### config.mk
export PLATFORM = sky130hd
export DESIGN_NAME = beacon_id_status_table_top
export DESIGN_NICKNAME = d
export VERILOG_FILES = /design/src/rtl/core/bidst_pkg.sv /design/src/rtl/core/beacon_id_status_table_top.sv
export SDC_FILE = /design/constraint.sdc
export NUM_CORES = 1
export LEC_CHECK = 0
export ABC_AREA = 1
export BUFFER_PORTS_ARGS = -buffer_cell sky130_fd_sc_hd__buf_2
export CAP_MARGIN = 40
export CORE_MARGIN = 8
export CORE_UTILIZATION = 40
export CTS_BUF_LIST = sky130_fd_sc_hd__clkbuf_2 sky130_fd_sc_hd__clkbuf_4 sky130_fd_sc_hd__clkbuf_8
export DETAILED_ROUTE_END_ITERATION = 8
export GPL_ROUTABILITY_DRIVEN = 0
export SLEW_MARGIN = 40
export SYNTH_ARGS = -nofsm -noshare
export SYNTH_HDL_FRONTEND = slang
export SYNTH_SLANG_ARGS = --single-unit
### constraint.sdc
create_clock -name clock -period 2.59 [get_ports clock]
set_input_delay 0.3885 -clock clock [delete_from_list [all_inputs] [get_ports clock]]
set_output_delay 0.3885 -clock clock [all_outputs]
set_load 0.03 [all_outputs]
### src/rtl/core/bidst_pkg.sv
// shared types and constants for the beacon identifier status table
`default_nettype none

package bidst_pkg;

   localparam logic [7:0] BEACON_TYPE = 8'hC0;
   localparam logic [7:0] MIN_LENGTH  = 8'd3;

   typedef struct packed {
      logic [7:0] packet_length;
      logic [7:0] message_type;
      logic [7:0] beacon_id;
      logic [7:0] led_status;
   } req_type;

   typedef struct packed {
      logic       accepted;
      logic       trigger_capture;
      logic [2:0] slot_index;
      logic       was_new;
      logic       dropped_full;
      logic [7:0] previous_status;
      logic [3:0] entry_count;
   } rsp_type;

endpackage

`default_nettype wire

### src/rtl/core/beacon_id_status_table_top.sv
// beacon identifier status table: match-or-append table with one result per message
//
//  channel | direction | handshake              | payload
//  --------+-----------+------------------------+---------------------
//  req     | in        | req_valid / req_ready  | bidst_pkg::req_type
//  rsp     | out       | rsp_valid / rsp_ready  | bidst_pkg::rsp_type
//  csr     | in        | csr_wr_en, no wait     | csr_wr_data (capture_on_led)
//
// the identifier is compared against every table entry in parallel, and the table
// and the result register update on the same edge
// a new transaction is taken every cycle while the result register is empty or drained
// the result register holds its transaction while rsp_ready is low, and req_ready drops
// reset (synchronous, active high) clears the entry count, the result valid and the
// capture mode; table contents are left as they are since only used entries are read
`default_nettype none

module beacon_id_status_table_top #(
   parameter int TABLE_DEPTH = 8
) (
   input  wire                clock,
   input  wire                reset,
   input  wire                req_valid,
   output logic               req_ready,
   input  wire bidst_pkg::req_type req_data,
   output logic               rsp_valid,
   input  wire                rsp_ready,
   output bidst_pkg::rsp_type rsp_data,
   input  wire                csr_wr_en,
   input  wire                csr_wr_data
);

   // index and count widths follow the table depth
   localparam int IDX_W = (TABLE_DEPTH > 1) ? $clog2(TABLE_DEPTH) : 1;
   localparam int CNT_W = $clog2(TABLE_DEPTH + 1);

   // table storage; entries at or above the count are never looked at
   logic [7:0] id_store_ff     [TABLE_DEPTH];
   logic [7:0] status_store_ff [TABLE_DEPTH];

   logic [CNT_W-1:0]   used_count_ff, used_count_in;
   logic               capture_on_led_ff;
   logic               rsp_valid_ff, rsp_valid_in;
   bidst_pkg::rsp_type rsp_data_ff, rsp_data_in;

   logic                   take;
   logic                   acc;
   logic                   full;
   logic                   found;
   logic [TABLE_DEPTH-1:0] hit;
   logic [TABLE_DEPTH-1:0] upd_we;
   logic [TABLE_DEPTH-1:0] new_we;
   logic [IDX_W-1:0]       hit_idx;
   logic [7:0]             hit_status;
   logic [IDX_W-1:0]       slot;
   logic [IDX_W+2:0]       slot_ext;
   logic [CNT_W+3:0]       count_ext;

   // result register frees up when it is empty or being drained this cycle
   assign req_ready = !rsp_valid_ff || rsp_ready;
   assign take      = req_valid && req_ready;

   assign acc  = (req_data.message_type == bidst_pkg::BEACON_TYPE) &&
                 (req_data.packet_length >= bidst_pkg::MIN_LENGTH);
   assign full = (used_count_ff == CNT_W'(TABLE_DEPTH));

   // parallel compare; stored identifiers are distinct, so at most one entry hits
   // and the hit index and status can be gathered by a plain or of masked entries
   always_comb begin
      hit_idx    = '0;
      hit_status = '0;
      for (int i = 0; i < TABLE_DEPTH; i++) begin
         hit[i] = (CNT_W'(i) < used_count_ff) && (id_store_ff[i] == req_data.beacon_id);
         if (hit[i]) begin
            hit_idx    = hit_idx | IDX_W'(i);
            hit_status = hit_status | status_store_ff[i];
         end
      end
      found = |hit;
   end

   // per-entry write enables: update a matched entry or append at the count
   always_comb begin
      for (int i = 0; i < TABLE_DEPTH; i++) begin
         upd_we[i] = take && acc && hit[i];
         new_we[i] = take && acc && !found && !full && (used_count_ff == CNT_W'(i));
      end
   end

   always_comb begin
      slot          = '0;
      used_count_in = used_count_ff;
      rsp_data_in   = '0;
      if (acc) begin
         if (found) begin
            slot = hit_idx;
         end else if (!full) begin
            slot          = used_count_ff[IDX_W-1:0];
            used_count_in = used_count_ff + CNT_W'(1);
         end
      end
      slot_ext  = {3'b000, slot};
      count_ext = {4'b0000, used_count_in};

      rsp_data_in.accepted        = acc;
      rsp_data_in.trigger_capture = acc && capture_on_led_ff;
      rsp_data_in.slot_index      = slot_ext[2:0];
      rsp_data_in.was_new         = acc && !found && !full;
      rsp_data_in.dropped_full    = acc && !found && full;
      rsp_data_in.previous_status = (acc && found) ? hit_status : 8'd0;
      rsp_data_in.entry_count     = count_ext[3:0];

      // result valid: loaded by a new transaction, cleared once taken downstream
      if (take) begin
         rsp_valid_in = 1'b1;
      end else if (rsp_ready) begin
         rsp_valid_in = 1'b0;
      end else begin
         rsp_valid_in = rsp_valid_ff;
      end
   end

   // control state
   always_ff @(posedge clock) begin
      if (reset) begin
         used_count_ff     <= '0;
         capture_on_led_ff <= 1'b0;
         rsp_valid_ff      <= 1'b0;
      end else begin
         rsp_valid_ff <= rsp_valid_in;
         if (take) begin
            used_count_ff <= used_count_in;
         end
         if (csr_wr_en) begin
            capture_on_led_ff <= csr_wr_data;
         end
      end
   end

   // payload registers and table entries, no reset
   always_ff @(posedge clock) begin
      if (take) begin
         rsp_data_ff <= rsp_data_in;
      end
      for (int i = 0; i < TABLE_DEPTH; i++) begin
         if (new_we[i]) begin
            id_store_ff[i] <= req_data.beacon_id;
         end
         if (upd_we[i] || new_we[i]) begin
            status_store_ff[i] <= req_data.led_status;
         end
      end
   end

   assign rsp_valid = rsp_valid_ff;
   assign rsp_data  = rsp_data_ff;

endmodule

`default_nettype wire

# Word-level counts from Yosys, hierarchy flattened
# Memories as Yosys holds them, arrays and structs flattened.
# Cells that the tools add are included.
totals:
  reg_bits: 25
  mem_bits_rw: 128
  wordCells: 177
  mem_count: 2
classes:
  addsub: 1
  magnitude_cmp: 9
  eq_ne: 17
  n_mux: 75
  bitwise: 7
  reduce_logical: 56
memory_table:
  columns: ["memory", "depth", "width", "read_ports", "rd_ports_with_merged_regs", "wr", "line_no", "source"]
  rows:
  - ["id_store_ff", 8, 8, 8, 0, 1, "beacon_id_status_table_top.sv:37", "logic [7:0] id_store_ff [TABLE_DEPTH];"]
  - ["status_store_ff", 8, 8, 8, 0, 8, "beacon_id_status_table_top.sv:38", "logic [7:0] status_store_ff [TABLE_DEPTH];"]
op_table:
  columns: ["cell", "n"]
  rows:
  - ["$mux W8", 15]
  - ["$eq A8 B8 Y1", 8]
  - ["$reduce_or A8 Y1", 8]
  - ["$or A8 B8 Y8", 7]
  - ["$mux W1", 42]
  - ["$mux W3", 13]
  - ["$logic_and A1 B1 Y1", 34]
  - ["$eq A4 B3 Y1 const B", 4]
  - ["$lt A3 B4 Y1 const A", 4]
  - ["$mux W4", 3]
  - ["$logic_or A1 B1 Y1", 9]
  - ["$eq A4 B2 Y1 const B", 2]
  - ["$eq A8 B8 Y1 const B", 1]
  - ["$ge A8 B2 Y1 const B", 1]
  - ["$lt A1 B4 Y1 const A", 2]
  - ["$lt A2 B4 Y1 const A", 2]
  - ["$add A4 B1 Y4 const B", 1]
  - ["$eq A4 B1 Y1 const B", 1]
  - ["$eq A4 B4 Y1 const B", 1]
  - ["$logic_not A4 Y1", 1]
  - ["$mux W2", 2]
  - ["$logic_not A1 Y1", 3]
  - ["$reduce_bool A2 Y1", 1]

# Depth between registers and ports, before layout
# Gate-level depths: netlist of the first run.
# An unclocked memory read counts as a cell.
logic_depth:
  depth_word: 18
  depth_mapped: 17
  mapped_depth_nobuf: 16

# Worst setup path before layout of the first run
# Ideal clock, no wire load.
synth_path:
  path_kind: "reg-to-reg"
  startpoint: "register rsp_valid_ff, in the netlist rsp_valid"
  endpoint: "memory status_store_ff[0][0], enable pin"
  setup_time_ns: 0.376
  arrival_time_ns: 2.213
  required_ns: 2.214
  setup_slack_ns: 0.000
  stages_incl_launch_ff: 6
  synth_period_minus_slack_ns: 2.590
  path_cell_list: "dfxtp_1 > nand2_1 > nand2_1 > inv_1 > nand2_2 > o22ai_1"
synth_lines:
  columns: ["element", "line_no", "source"]
  rows:
  - ["start, declared", "beacon_id_status_table_top.sv:42", "logic rsp_valid_ff, rsp_valid_in;"]
  - ["start signal, assigned", "beacon_id_status_table_top.sv:129", "rsp_valid_ff <= rsp_valid_in;"]
  - ["end, declared", "beacon_id_status_table_top.sv:38", null]

==> metrics.txt, run 1 <==
warning count from the yosys run 0; CP Launch Type flip-flop; ANT cells 0; WL final 17390 um; die area between 20000 and 25000 um2; power density over cell area between 500 and 600 nW/um2; unrepaired setup endpoints after global routing no; Critical Path Fanout Max 8; Yosys cell types 40; reg2reg start used_count_ff[2]$_SDFFE_PP0P_; Most common cell on crit path nor2_8; final core occ 0.4909; IO buf count 58; cell count after synthesis about 680; endpoints failing setup 0; top-level port count 59; Die Y 149.2 um; Worst slew margin 0.6732; Iter 0 DRT Violations around 430; Mapped Nets between 700 and 800; Die Width around 150 um; slowest stage delay, CP ~0.38 ns; number of remaining DRC errors 0; flops & latches, synth about 150; sequential area share after synthesis 0.6394; Final Hold Fails 0; layout cells sized above 1 0.2300; Hold WC Path Type in2reg; WL/cell roughly 17 um; Min-Delay Path Depth 3; Post-synth EDFFs roughly 150; area grow syn2layout 19.72%; CP endpoint kind flip-flop; Synth async-reset ratio 0; FP Rows 48; GRT Overall Usage 0.1626; worst r2r dst status_store_ff[1][19]$_DFFE_PP_; critical path arrival ~2.6 ns; vias per cell between 4 and 5; post-synthesis cell area 7092 um2; Max Clock Skew between 0.01 and 0.015 ns; P_leak 3.522 nW; Hold Path End capture_on_led_ff$_SDFFE_PP0P_; Worst EP required between 2 and 3 ns; grt ovf 0; Starting Density 0.4100; Root Driver clkbuf_8; clock slew at reported path FFs 0.08 ns; Hold Path Origin csr_wr_data; CTS max path bufs 2; Slowest-stage cell, CP dfxtp_2; Period Utilization, post-route 0.9280; Final ANT Viol Nets 0; crit path kind reg2reg; TritonCTS clock tree done; Max VDD drop slightly below 0.3 mV; Pins Over Slew Limit 0; status completed; largest net degree at the start of global routing 24; achievable frequency ~420 MHz; placed cells about 1000; Slew @ Worst Pin slightly below 0.5 ns; Register-to-Register Path Depth 14; Max-Cap Viols 0; syn avg cell area 10.40 um2; initial antenna violation count 0; Vias ~5100; final std cells w/o fill just over 1000; post-route minimum period ~2.4 ns; clock sink count 153; Pwr Total 4.991 mW; cells along the critical path nor2_4 -> nand2_2 -> nand3_1 -> nor2_1 -> nand2_1 -> nand2_2 -> nor2_8 -> nand2_4 -> nor2_8 -> nand2_4 -> nor2_8 -> nand3_2 -> nand2_1 -> buf_4; Hold WS between 0.15 and 0.2 ns; total CTS buffers 17; Fillers 1580; Post-synth top flop edfxtp_1; core area 17300 um2; Setup TNS Final 0 ns; post-DP HPWL between 10000 and 15000 um; Pre-antenna DRT Iters 5; H-tree depth 4; Final #Nets ~840; first-pass GRT wire length approximately 28000 um; Clk Latency, worst-skew pair between 0.4 and 0.5 ns; vias in the first global route 5103; R2R Setup Slk roughly 0.19 ns
## routing by layer
layer | vias to the layer above | global-route usage | routed length (um)
li1 | 2502 | - | -
met1 | 2420 | 0.2153 | 7914
met2 | 162 | 0.2572 | 7956
met3 | 23 | 0.03671 | 1200
met4 | 0 | 0.05856 | 320
met5 | - | 0 | 0
## kinds of logic (layout without fill, tap and decap cells)
logic type	count (synthesis)	after routing	share of synthesized area
AND/OR/NAND/NOR	380	380	0.2498
adder cells (fa/ha/maj)	4	4	0.007057
XOR/XNOR	19	19	0.02347
AO/OA/AOI/OAI	29	29	0.02435
buffers and inverters	97	228	0.05593
flip-flops	153	153	0.6394
## metrics by stage
stage | area (um2) | setup WS [ns]
final | 8491 | 0.1864
after global routing | 8491 | 0.01257
after CTS | 8459 | 0.1089
after detailed placement | 8036 | -0.07292
after global placement | 8036 | -0.05374
after floorplan | 7092 | 0.0004223
## final cells by class
type | instances | area, um2 | area share
Tap cell | 225 | 281.5 | 0.03316
Clock inverter | 15 | 188.9 | 0.02225
Multi-Input combinational cell | 432 | 2176 | 0.2563
Sequential cell | 153 | 4536 | 0.5342
Inverter | 87 | 326.6 | 0.03846
Clock buffer | 17 | 234.0 | 0.02756
Timing Repair Buffer | 109 | 748.2 | 0.08812
## power breakdown
part / switching (mW) / internal (mW)
Combinational: 0.226 / 0.114
Sequential: 0.00888 / 2.73
Clock: 0.943 / 0.973
## sequential cells by signal (all words and copies together), names as in the netlist
name and cells:
used_count_ff 4, id_store_ff 64, rsp_valid 1, capture_on_led_ff 1, status_store_ff 64, rsp_data 19
## layout by cell type (no fill, tap or decap), types with 14 or more instances in the layout
| cell | n |
|---|---|
| nor2_1 | 72 |
| xnor2_1 | 14 |
| nand3_1 | 37 |
| inv_1 | 74 |
| buf_2 | 58 |
| nand4_1 | 18 |
| buf_4 | 45 |
| nand2_1 | 209 |
| clkbuf_8 | 17 |
| edfxtp_1 | 147 |
## worst max-delay path, delay by kind of cell, from the launching register on
kind | cells | cell delay [ns]
buffers and inverters | 1 | 0.17
DFF | 1 | 0.38
and+or+nand+nor | 13 | 1.56
## synthesized netlist by cell type, drive strengths merged, types with 2 or more instances
cell type	instances	area (um2)
nor3	5	36.29
edfxtp	147	4414
o22ai	5	31.28
nor4	3	40.04
ha	4	50.05
inv	85	319.1
o21ai	10	50.05
dfxtp	6	120.1
clkinv	2	7.510
nand4	18	112.6
nand2	220	873.3
a21oi	9	45.04
nor3b	3	22.52
buf	10	70.06
xnor2	14	122.6
a22o	2	17.52
xor2	5	43.79
nand3	44	262.8
nor2	83	397.9
## repair_timing
action,in CTS,in global routing
buffers inserted,0,2
hold buffers,0,0
setup endpoints to repair,0,79
resized for setup,0,4
## worst max path at each step
stage	from	endpoint
final	used_count_ff[2]$_SDFFE_PP0P_	status_store_ff[1][19]$_DFFE_PP_
after global routing	used_count_ff[3]$_SDFFE_PP0P_	status_store_ff[1][16]$_DFFE_PP_
after CTS	used_count_ff[2]$_SDFFE_PP0P_	status_store_ff[1][19]$_DFFE_PP_
after detailed placement	req_data[10]	status_store_ff[1][16]$_DFFE_PP_
after global placement	req_data[10]	status_store_ff[1][23]$_DFFE_PP_
after floorplan	rsp_valid$_SDFFE_PP0P_	status_store_ff[0][0]$_DFFE_PP_
Note: power is estimated with default switching activity, not from simulation.
==> run 2, diff against run 1 <==
- clock period: 2.59 -> 3.08 ns (I/O delays scaled with it)
==> run 2 against run 1 <==
  * Register-to-register slack better by 0.13 ns
  * Via count down 2.3%
  * Clock power down 12%
  * Flip-flop and latch count unchanged
  * Design area down 4.0%
  * Maximum frequency down 13%
  * Critical path type unchanged
  * Critical endpoint is now status_store_ff[1][13]$_DFFE_PP_
  * Largest cell class unchanged
  * Largest power group unchanged
==> metrics.txt, run 2 (synthesis results as in run 1) <==
Register-to-Register Path Depth 14; P_leak roughly 3.3 nW; Most common cell on crit path nor2_8; Slowest-stage cell, CP dfxtp_1; reg2reg start used_count_ff[0]$_SDFFE_PP0P_; unrepaired setup endpoints after global routing no; Hold-fix buffers, CTS 0; vias in the first global route between 4000 and 5000; cells along the critical path inv_1 -> ha_1 -> nand2_2 -> nand3_1 -> nor2_1 -> nand2_1 -> nand2_2 -> nor2_8 -> nand2_4 -> nor2_8 -> nand2_4 -> nor2_8 -> nand3_2 -> nand2_1; largest net degree at the start of global routing 24; met3 GRT Util 0.04126; grt ovf 0; crit path kind reg2reg; worst r2r dst status_store_ff[1][13]$_DFFE_PP_; core area about 17000 um2; commonest non-fill, non-tap cell in the layout nand2_1; CP endpoint kind flip-flop; CP Launch Type flip-flop; Final ANT Viol Nets 0; slowest stage delay, CP ~0.41 ns; Final #Nets 807; clock sink count about 150; Period Utilization, post-route 0.8974; Worst slew margin 0.5118; Worst EP required 3.20 ns; Worst path depth 14; layout cells sized above 1 0.1915; FP Rows 48; critical path arrival just under 3 ns; Post-CTS Setup Bufs 0; Hold Path Origin csr_wr_data; number of remaining DRC errors 0; Die Width approximately 150 um; Starting Density 0.4100; Root Driver clkbuf_8; Slew @ Worst Pin around 0.73 ns; Fillers around 1600; CTS max path bufs 2; most frequent cells in the layout 209 x nand2_1, 147 x edfxtp_1, 74 x inv_1, 73 x nor2_1, 58 x buf_2; endpoints failing setup 0; Final Hold Fails 0; WL/cell roughly 17 um; IO buf count 58; post-route minimum period between 2 and 3 ns; total CTS buffers 17; top cell family by delay on the critical path simple AND/OR/NAND/NOR gates; GR Util met2 0.2464; achievable frequency between 300 and 400 MHz; area grow syn2layout 14.93%; post-DP HPWL ~13000 um; first-pass GRT wire length ~27000 um; Hold WC Path Type in2reg; Max Clock Skew roughly 0.013 ns; worst setup path end status_store_ff[1][13]$_DFFE_PP_; WL final approximately 17000 um; Pins Over Slew Limit 0; crit path buf inv count 1; Critical Path Fanout Max 8; ANT cells 0; Iter 0 DRT Violations 461; Clk Latency, worst-skew pair approximately 0.46 ns; top-level port count 59; Critical Path Source used_count_ff[0]$_SDFFE_PP0P_; Pre-antenna DRT Iters 5; Setup TNS Final 0 ns; M1 GR Usage 0.2180; Die Y between 100 and 150 um; vias per cell slightly below 5; post_cts resized 0; clock slew at reported path FFs about 0.08 ns; H-tree depth 4; TritonCTS clock tree done; GR peak layer met2; Max-Cap Viols 0; power density over cell area around 520 nW/um2; Vias 4988; Max VDD drop approximately 0.27 mV; R2R Setup Slk around 0.32 ns; GRT Overall Usage 0.1612; status completed; initial antenna violation count 0; slack of the critical path around 0.32 ns; die area about 22000 um2; pre-CTS setup slack between 0.2 and 0.25 ns
run 2: routing by layer:
metal | routed length [um] | vias to the layer above
met5 | 0 | -
met1 | 7816 | 2321
met2 | 7803 | 216
met4 | 274 | 0
li1 | - | 2430
met3 | 1470 | 21
run 2: layout make-up:
type / count / area [um2] / area share
inverter: 87 / 326.6 / 0.04007
multi-input combinational: 432 / 2161 / 0.2651
tap: 225 / 281.5 / 0.03454
clock buffer: 20 / 262.8 / 0.03224
sequential: 153 / 4534 / 0.5563
timing repair buffer: 74 / 410.4 / 0.05035
clock inverter: 12 / 173.9 / 0.02134
run 2: worst reg2reg max path, delay by kind of cell (launching register included):
| kind | cells | cell delay (ns) |
|---|---|---|
| flops | 1 | 0.41 |
| buf+inv | 1 | 0.19 |
| fa+ha+maj | 1 | 0.29 |
| simple gates | 12 | 1.57 |
run 2: where the power goes:
group / total, mW / switching, mW / internal (mW) / leakage, nW
Combinational: 0.261 / 0.185 / 0.0763 / 1.73
Clock: 1.68 / 0.756 / 0.921 / 0.224
Sequential: 2.30 / 0.0108 / 2.29 / 1.39
run 2: how the worst min path moves through the flow:
| stage | slack, ns | depth (start not counted) | endpoint |
|---|---|---|---|
| 2_1_floorplan | 0.51 | 2 | rsp_data[17]$_DFFE_PP_ |
| 3_3_place_gp | 0.50 | 2 | rsp_valid$_SDFFE_PP0P_ |
| 3_5_place_dp | 0.50 | 2 | rsp_valid$_SDFFE_PP0P_ |
| 4_1_cts | 0.23 | 3 | capture_on_led_ff$_SDFFE_PP0P_ |
| 5_1_grt | 0.24 | 3 | capture_on_led_ff$_SDFFE_PP0P_ |
| 6_report | 0.26 | 3 | capture_on_led_ff$_SDFFE_PP0P_ |
run 2: metrics by stage:
stage                     power [mW]  area [um2]  hold WS (ns)  cells    util
after floorplan                2.505        7092        0.5144    682       -
after global placement         2.606        7714        0.4950    971  0.4460
after detailed placement       2.612        7714        0.5039    971  0.4460
after CTS                      4.276        8150        0.2261   1003  0.4712
after global routing           4.376        8150        0.2395   1003  0.4712
final                          4.241        8150        0.2553   1003  0.4712
